===== src/rtl/core/ktcd_pkg.sv =====
package ktcd_pkg;

  localparam int KeyW = 32;
  localparam int SlotKeyW = 31;

  // command codes
  localparam logic [1:0] CMD_INSERT = 2'd0;
  localparam logic [1:0] CMD_REMOVE = 2'd1;
  localparam logic [1:0] CMD_SEARCH = 2'd2;
  localparam logic [1:0] CMD_COMPACT = 2'd3;

  // status codes
  localparam logic [1:0] ST_OK = 2'd0;
  localparam logic [1:0] ST_FULL = 2'd1;
  localparam logic [1:0] ST_BADARG = 2'd2;
  localparam logic [1:0] ST_NOTFOUND = 2'd3;

  typedef logic [4:0] ktcd_op_t;

  localparam ktcd_op_t OP_NONE = 5'd0;
  localparam ktcd_op_t OP_LOAD = 5'd1;
  localparam ktcd_op_t OP_INSERT = 5'd2;
  localparam ktcd_op_t OP_RD = 5'd3;
  localparam ktcd_op_t OP_IDX_INC = 5'd4;
  localparam ktcd_op_t OP_SRCH_HIT = 5'd5;
  localparam ktcd_op_t OP_CF_HIT = 5'd6;
  localparam ktcd_op_t OP_IDX_ZERO = 5'd7;
  localparam ktcd_op_t OP_PUSH = 5'd8;
  localparam ktcd_op_t OP_POP_RD = 5'd9;
  localparam ktcd_op_t OP_POP_LD = 5'd10;
  localparam ktcd_op_t OP_E_INC = 5'd11;
  localparam ktcd_op_t OP_F_DEC = 5'd12;
  localparam ktcd_op_t OP_CP_RD = 5'd13;
  localparam ktcd_op_t OP_CP_WR = 5'd14;
  localparam ktcd_op_t OP_FIN = 5'd15;
  localparam ktcd_op_t OP_DONE = 5'd16;

  typedef struct packed {
    logic [1:0] cmd;
    logic       key_pos;
    logic       idx_end;
    logic       match_key;
    logic       match_par;
    logic       sp_zero;
    logic       sp_full;
    logic       e_end;
    logic       e_valid;
    logic       f_valid;
    logic       f_le_e;
  } ktcd_flags_t;

endpackage


===== src/rtl/core/ktcd_ctrl.sv =====
module ktcd_ctrl
  import ktcd_pkg::*;
(
  input  logic        clk,
  input  logic        rst_n,
  input  logic        start,
  input  ktcd_flags_t flags,
  output ktcd_op_t    op,
  output logic        busy
);

  localparam logic [3:0] S_IDLE = 4'd0;
  localparam logic [3:0] S_INS = 4'd1;
  localparam logic [3:0] S_SR_RD = 4'd2;
  localparam logic [3:0] S_SR_CK = 4'd3;
  localparam logic [3:0] S_CF_RD = 4'd4;
  localparam logic [3:0] S_CF_CK = 4'd5;
  localparam logic [3:0] S_CS_RD = 4'd6;
  localparam logic [3:0] S_CS_CK = 4'd7;
  localparam logic [3:0] S_POP_LD = 4'd8;
  localparam logic [3:0] S_CE = 4'd9;
  localparam logic [3:0] S_CFD = 4'd10;
  localparam logic [3:0] S_CWR = 4'd11;
  localparam logic [3:0] S_CE2 = 4'd12;
  localparam logic [3:0] S_DONE = 4'd13;

  logic [3:0] state_r, state_nxt;

  assign busy = (state_r != S_IDLE);

  always_comb begin
    state_nxt = state_r;
    op = OP_NONE;
    case (state_r)
      S_IDLE: begin
        if (start) begin
          op = OP_LOAD;
          case (flags.cmd)
            CMD_INSERT: state_nxt = S_INS;
            CMD_REMOVE: state_nxt = flags.key_pos ? S_CF_RD : S_DONE;
            CMD_SEARCH: state_nxt = flags.key_pos ? S_SR_RD : S_DONE;
            default: state_nxt = S_CE;
          endcase
        end
      end
      S_INS: begin
        op = OP_INSERT;
        state_nxt = S_DONE;
      end
      S_SR_RD: begin
        if (flags.idx_end) begin
          state_nxt = S_DONE;
        end else begin
          op = OP_RD;
          state_nxt = S_SR_CK;
        end
      end
      S_SR_CK: begin
        if (flags.match_key) begin
          op = OP_SRCH_HIT;
          state_nxt = S_DONE;
        end else begin
          op = OP_IDX_INC;
          state_nxt = S_SR_RD;
        end
      end
      S_CF_RD: begin
        if (flags.idx_end) begin
          op = OP_IDX_ZERO;
          state_nxt = S_CS_RD;
        end else begin
          op = OP_RD;
          state_nxt = S_CF_CK;
        end
      end
      S_CF_CK: begin
        if (flags.match_key) begin
          op = OP_CF_HIT;
          state_nxt = S_CS_RD;
        end else begin
          op = OP_IDX_INC;
          state_nxt = S_CF_RD;
        end
      end
      S_CS_RD: begin
        if (flags.idx_end) begin
          if (flags.sp_zero) begin
            state_nxt = S_DONE;
          end else begin
            op = OP_POP_RD;
            state_nxt = S_POP_LD;
          end
        end else begin
          op = OP_RD;
          state_nxt = S_CS_CK;
        end
      end
      S_CS_CK: begin
        // on a matching child with stack room, descend into it: save where the scan stands
        if (flags.match_par && !flags.sp_full) begin
          op = OP_PUSH;
          state_nxt = S_CF_RD;
        end else begin
          op = OP_IDX_INC;
          state_nxt = S_CS_RD;
        end
      end
      S_POP_LD: begin
        op = OP_POP_LD;
        state_nxt = S_CS_RD;
      end
      S_CE: begin
        if (flags.e_end) begin
          state_nxt = S_DONE;
        end else if (flags.e_valid) begin
          op = OP_E_INC;
        end else begin
          state_nxt = S_CFD;
        end
      end
      S_CFD: begin
        if (flags.f_le_e) begin
          op = OP_FIN;
          state_nxt = S_DONE;
        end else if (!flags.f_valid) begin
          op = OP_F_DEC;
        end else begin
          op = OP_CP_RD;
          state_nxt = S_CWR;
        end
      end
      S_CWR: begin
        op = OP_CP_WR;
        state_nxt = S_CE2;
      end
      S_CE2: begin
        if (flags.e_end || !flags.e_valid) begin
          state_nxt = S_CFD;
        end else begin
          op = OP_E_INC;
        end
      end
      S_DONE: begin
        op = OP_DONE;
        state_nxt = S_IDLE;
      end
      default: state_nxt = S_IDLE;
    endcase
  end

  always_ff @(posedge clk) begin
    if (!rst_n) begin
      state_r <= S_IDLE;
    end else begin
      state_r <= state_nxt;
    end
  end

endmodule


===== config.mk =====
export PLATFORM = sky130hd
export DESIGN_NAME = ktcd_ctrl
export DESIGN_NICKNAME = d
export VERILOG_FILES = /design/src/rtl/core/ktcd_pkg.sv /design/src/rtl/core/ktcd_ctrl.sv
export SDC_FILE = /design/constraint.sdc
export NUM_CORES = 1
export LEC_CHECK = 0
export ABC_AREA = 1
export BUFFER_PORTS_ARGS = -buffer_cell sky130_fd_sc_hd__buf_2
export CORE_MARGIN = 3
export CORE_UTILIZATION = 49
export DETAILED_ROUTE_END_ITERATION = 12
export GPL_ROUTABILITY_DRIVEN = 0
export PLACE_DENSITY = 0.86
export SETUP_SLACK_MARGIN = 0.1
export SLEW_MARGIN = 20
export SYNTH_ARGS = -nofsm -noshare
export SYNTH_HDL_FRONTEND = slang
export SYNTH_SLANG_ARGS = --single-unit

===== constraint.sdc =====
create_clock -name clk -period 1.6 [get_ports clk]
set_input_delay 0.48 -clock clk [delete_from_list [all_inputs] [get_ports clk]]
set_output_delay 0.48 -clock clk [all_outputs]
set_load 0.1 [all_outputs]

==> results of run 1 <==
[stage by stage]
step | cells | hold WS (ns)
floorplan | 136 | 0.5327
global placement | 197 | 0.5583
[kinds of logic after synthesis]
| logic type | synth area share |
|---|---|
| buffers and inverters | 0.1287 |
| AND/OR/NAND/NOR | 0.6511 |
| AO/OA/AOI/OAI | 0.1007 |
| flip-flops | 0.1194 |
==> impl_metrics.csv, run 1 <==
group,metric,value,unit
logic_synthesis,ys_ff_latch,4,
logic_synthesis,syn_inst,136,
logic_synthesis,ys_types,15,
placement,hpwl,3140,um
logic_synthesis,avgSynthCellArea,4.931,um^2
status,tool.error,"[ERROR DPL-0033] detailed placement checks failed during check placement.",
logic_synthesis,syn_area,670.6,um^2
logic_synthesis,synthesis.nets,151,
logic_synthesis,ys.warnings.count,0,
logic_synthesis,synth_ff_type,"dfxtp_1",
logic_synthesis,synth_edf_count,0,
floorplanning,rows,12,
logic_synthesis,ys_top_cells_by_area,"nand2_1, nand3_1, inv_1, dfxtp_1, nor2_1",
logic_synthesis,yosysTopAreaCell,"nand2_1",
logic_synthesis,seq_area_frac_synth,0.1194,
floorplanning,start_util,0.5654,
status,status,"did not finish",
logic_synthesis,yosys-top-cells-count,"nand2_1, inv_1, nand3_1, nor2_1, o21ai_0",
logic_synthesis,yosys.area.top_type_share,0.2519,
status,stop_stage,"detailed placement (3_5_place_dp)",
logic_synthesis,synthArstFlopShare,0,
logic_synthesis,synth_most_common_cell,"nand2_1",
floorplanning,die_w,43.00,um
placement,numPortBuffers,20,
floorplanning,io_pins,21,
floorplanning,die-height,43.00,um
==> run 2: changes to the inputs <==
--- a/config.mk
+++ b/config.mk
@@ -7,12 +7,11 @@
 export LEC_CHECK = 0
 export ABC_AREA = 1
 export BUFFER_PORTS_ARGS = -buffer_cell sky130_fd_sc_hd__buf_2
-export CORE_MARGIN = 3
-export CORE_UTILIZATION = 49
+export CORE_AREA = 3 3 64 66
 export DETAILED_ROUTE_END_ITERATION = 12
+export DIE_AREA = 0 0 67 69
 export GPL_ROUTABILITY_DRIVEN = 0
-export PLACE_DENSITY = 0.86
-export SETUP_SLACK_MARGIN = 0.1
+export PLACE_DENSITY_LB_ADDON = 0.15
 export SLEW_MARGIN = 20
 export SYNTH_ARGS = -nofsm -noshare
 export SYNTH_HDL_FRONTEND = slang
==> impl_metrics.csv, run 2 <==
group,metric,value,unit
status,status,"finished, violations left",
status,violations,"setup timing",
logic_synthesis,syn_area,670.6,um^2
logic_synthesis,avgSynthCellArea,4.931,um^2
global_route,grt_first_pass_wirelength,4443,um
sta,rsz0062_at_grt,"true",
logic_synthesis,ys_ff_latch,4,
routing,vias_per_cell,4.264,
clock_tree,cts_tree,"done",
clock_tree,numCtsBuffers,3,
cells_and_area,final_cell_mix,"nand2_1, buf_4, inv_1, nand3_1, buf_2",
clock_tree,clock_path_buffers,2,
min_path,hold_path_class,"in -> reg",
sta,fin_crit,1.978,ns
min_path,min_to,"state_r[3]",
setup_path,cp-end-kind,"output port",
global_route,track_usage,0.1201,
setup_path,cp_max_fo,6,
sta,slew_headroom,0.8237,
logic_synthesis,synth_most_common_cell,"nand2_1",
cells_and_area,top_register,"state_r",
clock_tree,root_buffer,"clkbuf_8",
logic_synthesis,synthesis.nets,151,
floorplanning,io_pins,21,
cells_and_area,n_antenna_cell,0,
cells_and_area,fin_nets,210,
logic_synthesis,yosys.area.top_type_share,0.2519,
clock_tree,clkSlewWorstSetupHoldPaths,0.04,ns
sta,fmaxAchievable,505.6,MHz
cells_and_area,drive_gt1_frac,0.5258,
clock_tree,clk_latency,0.22,ns
sta,setup_viol_count_final,6,
floorplanning,dieArea,4623,um^2
sta,period_share,1.236,
routing,drtIter0Drc,45,
logic_synthesis,ys_types,15,
floorplanning,rows,22,
setup_path,cp_data_required_time,1.12,ns
placement,hpwl,2199,um
setup_path,crit_type,"reg -> out",
setup_path,crit_path_start_kind,"flop",
routing,routed_wirelength,2655,um
cells_and_area,final_common_cell,"nand2_1",
setup_path,worstReg2RegEnd,"state_r[1]",
routing,vias,1032,
routing,drt_first_pass_iters,4,
global_route,overflow,0,
routing,drc,0,
floorplanning,start_util,0.1846,
floorplanning,core,3633,um^2
logic_synthesis,yosys-top-cells-count,"nand2_1, inv_1, nand3_1, nor2_1, o21ai_0",
global_route,grt_max_degree,8,
setup_path,r2r_start,"state_r[3]",
routing,post_drt_wl_per_cell,10.97,um
cells_and_area,largest_reg_flops,4,
power_and_ir_drop,power_density,2227,nW/um^2
clock_tree,cts_sinks,4,
sta,worst_slack,-0.3780,ns
sta,final-max-slew-violation-count,0,
logic_synthesis,synthArstFlopShare,0,
sta,finalHoldViolations,0,
run,maxCapViolCount,0,
clock_tree,ctsHoldBuffers,0,
cells_and_area,syn2layout_area_growth,108.4,%
logic_synthesis,ys.warnings.count,0,
floorplanning,die_w,67,um
logic_synthesis,yosysTopAreaCell,"nand2_1",
logic_synthesis,ys_top_cells_by_area,"nand2_1, nand3_1, inv_1, dfxtp_1, nor2_1",
min_path,min_from,"rst_n",
global_route,grt_pass1_vias,1039,
logic_synthesis,synth_edf_count,0,
power_and_ir_drop,leakage,0.7223,nW
sta,fin_skew,0.008482,ns
min_path,hold_depth,3,
sta,tightest_slew,0.2636,ns
cells_and_area,n_fill_cell,418,
setup_path,r2r_setup_slack,0.10,ns
floorplanning,die-height,69,um
setup_path,reg2reg_depth,9,
placement,numPortBuffers,20,
logic_synthesis,seq_area_frac_synth,0.1194,
logic_synthesis,syn_inst,136,
setup_path,cp.arrival,1.50,ns
placement,place_ws,-0.2807,ns
routing,final_antenna_net_count,0,
power_and_ir_drop,ir_drop,1.519,mV
cells_and_area,reg_top3,"state_r: 4 flops",
global_route,antenna_found_initial,0,
sta,fin_setup_tns,-1.598,ns
logic_synthesis,synth_ff_type,"dfxtp_1",
clock_tree,h-tree-depth,1,
run 2: logic make-up (layout without fill, tap and decap cells):
group | Yosys count | count (layout) | synth area share
flip-flops | 4 | 4 | 0.1194
AO/OA/AOI/OAI | 12 | 12 | 0.1007
buffers and inverters | 23 | 81 | 0.1287
AND/OR/NAND/NOR | 97 | 97 | 0.6511
run 2: worst max path at each step:
stage                     slack, ns       start  endpoint  cells after the start
after detailed placement      -0.28    flags[2]     op[0]                      6
final                         -0.38  state_r[3]     op[2]                      6
after floorplan               -0.46    flags[4]     op[2]                      6
after CTS                     -0.36  state_r[3]     op[1]                      7
after global placement        -0.25    flags[8]     op[0]                      7
after global routing          -0.44  state_r[3]     op[1]                      7
run 2: layout make-up:
cell class | instances | area (um^2) | area share
Tap cell | 48 | 60.06 | 0.04297
Multi-Input combinational cell | 109 | 641.9 | 0.4593
Timing Repair Buffer | 54 | 461.7 | 0.3303
Inverter | 23 | 93.84 | 0.06714
Sequential cell | 4 | 95.09 | 0.06804
Clock buffer | 4 | 45.04 | 0.03223
run 2: report_power, final:
group | total [mW] | leakage (nW) | switching, mW | internal, mW
logic | 2.60 | 0.664 | 1.56 | 1.04
clock network | 0.226 | 0.0228 | 0.0553 | 0.170
registers | 0.284 | 0.0357 | 0.119 | 0.165
total | 3.11 | 0.722 | 1.73 | 1.38
run 2: critical path, cell delays in order, from the launching register on:
cell and delay, ns:
dfxtp_4 0.38, buf_12 0.13, nor2_4 0.19, nand2_2 0.10
buf_4 0.14, nand4_1 0.13, buf_12 0.19
run 2: through the flow:
stage / instance area, um^2 / instances / util / hold slack [ns] / power, mW
after floorplan: 760.7 / 136 / - / 0.5327 / 1.746
after global placement: 1234 / 232 / 0.3395 / 0.5829 / 2.713
after detailed placement: 1234 / 232 / 0.3395 / 0.5894 / 2.697
after CTS: 1323 / 237 / 0.3640 / 0.5364 / 3.007
after global routing: 1398 / 242 / 0.3846 / 0.5503 / 3.293
final: 1398 / 242 / 0.3846 / 0.5377 / 3.112
run 2: timing repair:
action,CTS,global route
gates resized for setup,14,10
setup endpoints to repair,6,7
pin swaps,8,7
buffers inserted,1,5
run 2: per-layer routing:
| metal | wire (um) | GRT usage |
|---|---|---|
| met5 | 0 | 0 |
| met3 | 82 | 0.01629 |
| met2 | 1337 | 0.1987 |
| met4 | 58 | 0.05856 |
| met1 | 1176 | 0.1482 |
No activity file was read; power rests on OpenSTA's default activity.
==> run 3: changes to the inputs <==
--- a/config.mk
+++ b/config.mk
@@ -12,6 +12,7 @@
 export DIE_AREA = 0 0 67 69
 export GPL_ROUTABILITY_DRIVEN = 0
 export PLACE_DENSITY_LB_ADDON = 0.15
+export RECOVER_POWER = 100
 export SLEW_MARGIN = 20
 export SYNTH_ARGS = -nofsm -noshare
 export SYNTH_HDL_FRONTEND = slang
==> impl_metrics.csv, run 3 (synthesis results as in run 2) <==
group,metric,value,unit
setup_path,cp.arrival,1.50,ns
routing,drc,0,
cells_and_area,fin_nets,210,
clock_tree,cts_tree,"done",
routing,final_antenna_net_count,0,
min_path,min_to,"state_r[3]",
setup_path,crit_path_start_kind,"flop",
setup_path,worst-path-buf-inv,3,
placement,hpwl,2199,um
setup_path,worstReg2RegEnd,"state_r[1]",
setup_path,crit_type,"reg -> out",
sta,setup_viol_count_final,6,
cells_and_area,top_register,"state_r",
sta,period_share,1.236,
sta,rsz0062_at_grt,"true",
setup_path,crit_path_max_incr_delay,0.38,ns
cells_and_area,final_cell_mix,"nand2_1, buf_4, inv_1, nand3_1, buf_2",
power_and_ir_drop,total_power,3.108,mW
setup_path,r2r_setup_slack,0.10,ns
setup_path,cp-end-kind,"output port",
global_route,grt_pass1_vias,1039,
sta,slew_headroom,0.8237,
sta,fin_skew,0.008482,ns
power_and_ir_drop,leakage,0.7211,nW
routing,vias_per_cell,4.269,
cells_and_area,drive_gt1_frac,0.5206,
power_and_ir_drop,ir_drop,1.518,mV
global_route,grt_max_degree,8,
cells_and_area,final_common_cell,"nand2_1",
global_route,overflow,0,
clock_tree,cts_sinks,4,
routing,vias,1033,
power_and_ir_drop,p_comb_frac,0.836,
clock_tree,h-tree-depth,1,
setup_path,crit_family,"buffers and inverters",
clock_tree,clkSlewWorstSetupHoldPaths,0.04,ns
power_and_ir_drop,power_density,2228,nW/um^2
routing,drtIter0Drc,45,
clock_tree,numCtsBuffers,3,
floorplanning,io_pins,21,
power_and_ir_drop,p_clk_frac,0.073,
power_and_ir_drop,pwr-share-seq,0.091,
power_and_ir_drop,switching_share,0.5567,
floorplanning,start_util,0.1846,
placement,place_ws,-0.2807,ns
status,status,"finished, violations left",
status,violations,"setup timing",
global_route,track_usage,0.1201,
setup_path,cpMaxStageDelayCell,"dfxtp_4",
routing,routed_wirelength,2656,um
min_path,min_from,"rst_n",
setup_path,cp_max_fo,6,
routing,drt_first_pass_iters,4,
min_path,hold_depth,3,
cells_and_area,n_antenna_cell,0,
setup_path,r2r_start,"state_r[3]",
floorplanning,dieArea,4623,um^2
min_path,hold_path_class,"in -> reg",
clock_tree,clock_path_buffers,2,
setup_path,reg2reg_depth,9,
floorplanning,rows,22,
cells_and_area,n_fill_cell,419,
floorplanning,die_w,67,um
global_route,antenna_found_initial,0,
power_and_ir_drop,p_int,1.378,mW
sta,fmaxAchievable,505.6,MHz
floorplanning,core,3633,um^2
power_and_ir_drop,p_sw,1.730,mW
cells_and_area,syn2layout_area_growth,108.0,%
floorplanning,die-height,69,um
run,maxCapViolCount,0,
cells_and_area,largest_reg_flops,4,
placement,numPortBuffers,20,
sta,finalHoldViolations,0,
clock_tree,root_buffer,"clkbuf_8",
global_route,grt_first_pass_wirelength,4443,um
sta,final-max-slew-violation-count,0,
sta,fin_crit,1.978,ns
sta,worst_slack,-0.3780,ns
setup_path,path_common_cell,"buf_12",
cells_and_area,final_util,0.3840,
cells_and_area,reg_top3,"state_r: 4 flops",
clock_tree,clk_latency,0.22,ns
routing,post_drt_wl_per_cell,10.98,um
setup_path,cp_data_required_time,1.12,ns
setup_path,crit_chain,"buf_12 -> nor2_4 -> nand2_2 -> buf_4 -> nand4_1 -> buf_12",
sta,tightest_slew,0.2636,ns
sta,hold-worst-slack,0.5374,ns
==> run 3: changes by cell type in the layout (fill, tap and decap cells not counted) <==
cell,delta
buf_4,-1
clkbuf_4,+1
nor2_1,+1
nor2_2,-1
==> run 3: layer usage <==
metal  share of wire  routed length, um  global-route usage
met1            0.44               1178              0.1482
met2            0.50               1337              0.1987
met3           0.031                 82             0.01629
met4           0.022                 58             0.05856
met5               0                  0                   0
==> run 3: tightest hold or removal path, cell delays in order <==
cell     delay (ns)
buf_2          0.08
inv_1          0.06
a21oi_1        0.10
==> run 3: through the flow <==
| step | cells | setup TNS (ns) | cell area, um^2 |
|---|---|---|---|
| final | 242 | -1.603 | 1395 |
| after global routing | 242 | -1.989 | 1395 |
| after CTS | 237 | -1.523 | 1323 |
| after detailed placement | 232 | -0.9488 | 1234 |
| after global placement | 232 | -0.8176 | 1234 |
| after floorplan | 136 | -1.170 | 760.7 |
==> run 3: how the worst max path moves through the flow <==
stage / start / endpoint / slack, ns / cells past startpoint
floorplan: flags[4] / op[2] / -0.46 / 6
global placement: flags[8] / op[0] / -0.25 / 7
detailed placement: flags[2] / op[0] / -0.28 / 6
CTS: state_r[3] / op[1] / -0.36 / 7
global route: state_r[3] / op[1] / -0.44 / 7
finish: state_r[3] / op[2] / -0.38 / 6
==> run 3: what timing repair did <==
item | in CTS | in global routing
resized for setup | 14 | 10
pin swaps | 8 | 7
setup buffers | 1 | 5
hold buffers | 0 | 0
endpoints found under the setup margin | 6 | 7
==> run 3: power by group through the flow <==
stage / clock [mW] / combinational (mW) / sequential, mW
finish: 0.226 / 2.60 / 0.284
global route: 0.240 / 2.76 / 0.291
CTS: 0.233 / 2.50 / 0.277
detailed placement: 0 / 2.43 / 0.268
global placement: 0 / 2.45 / 0.267
floorplan: 0 / 1.50 / 0.243
==> run 3: cell type report <==
class	instances	area (um^2)	area share
sequential	4	95.09	0.06816
multi-input combinational	109	639.4	0.4583
inverter	23	93.84	0.06726
clock buffer	4	45.04	0.03229
tap	48	60.06	0.04305
timing repair buffer	54	461.7	0.3309
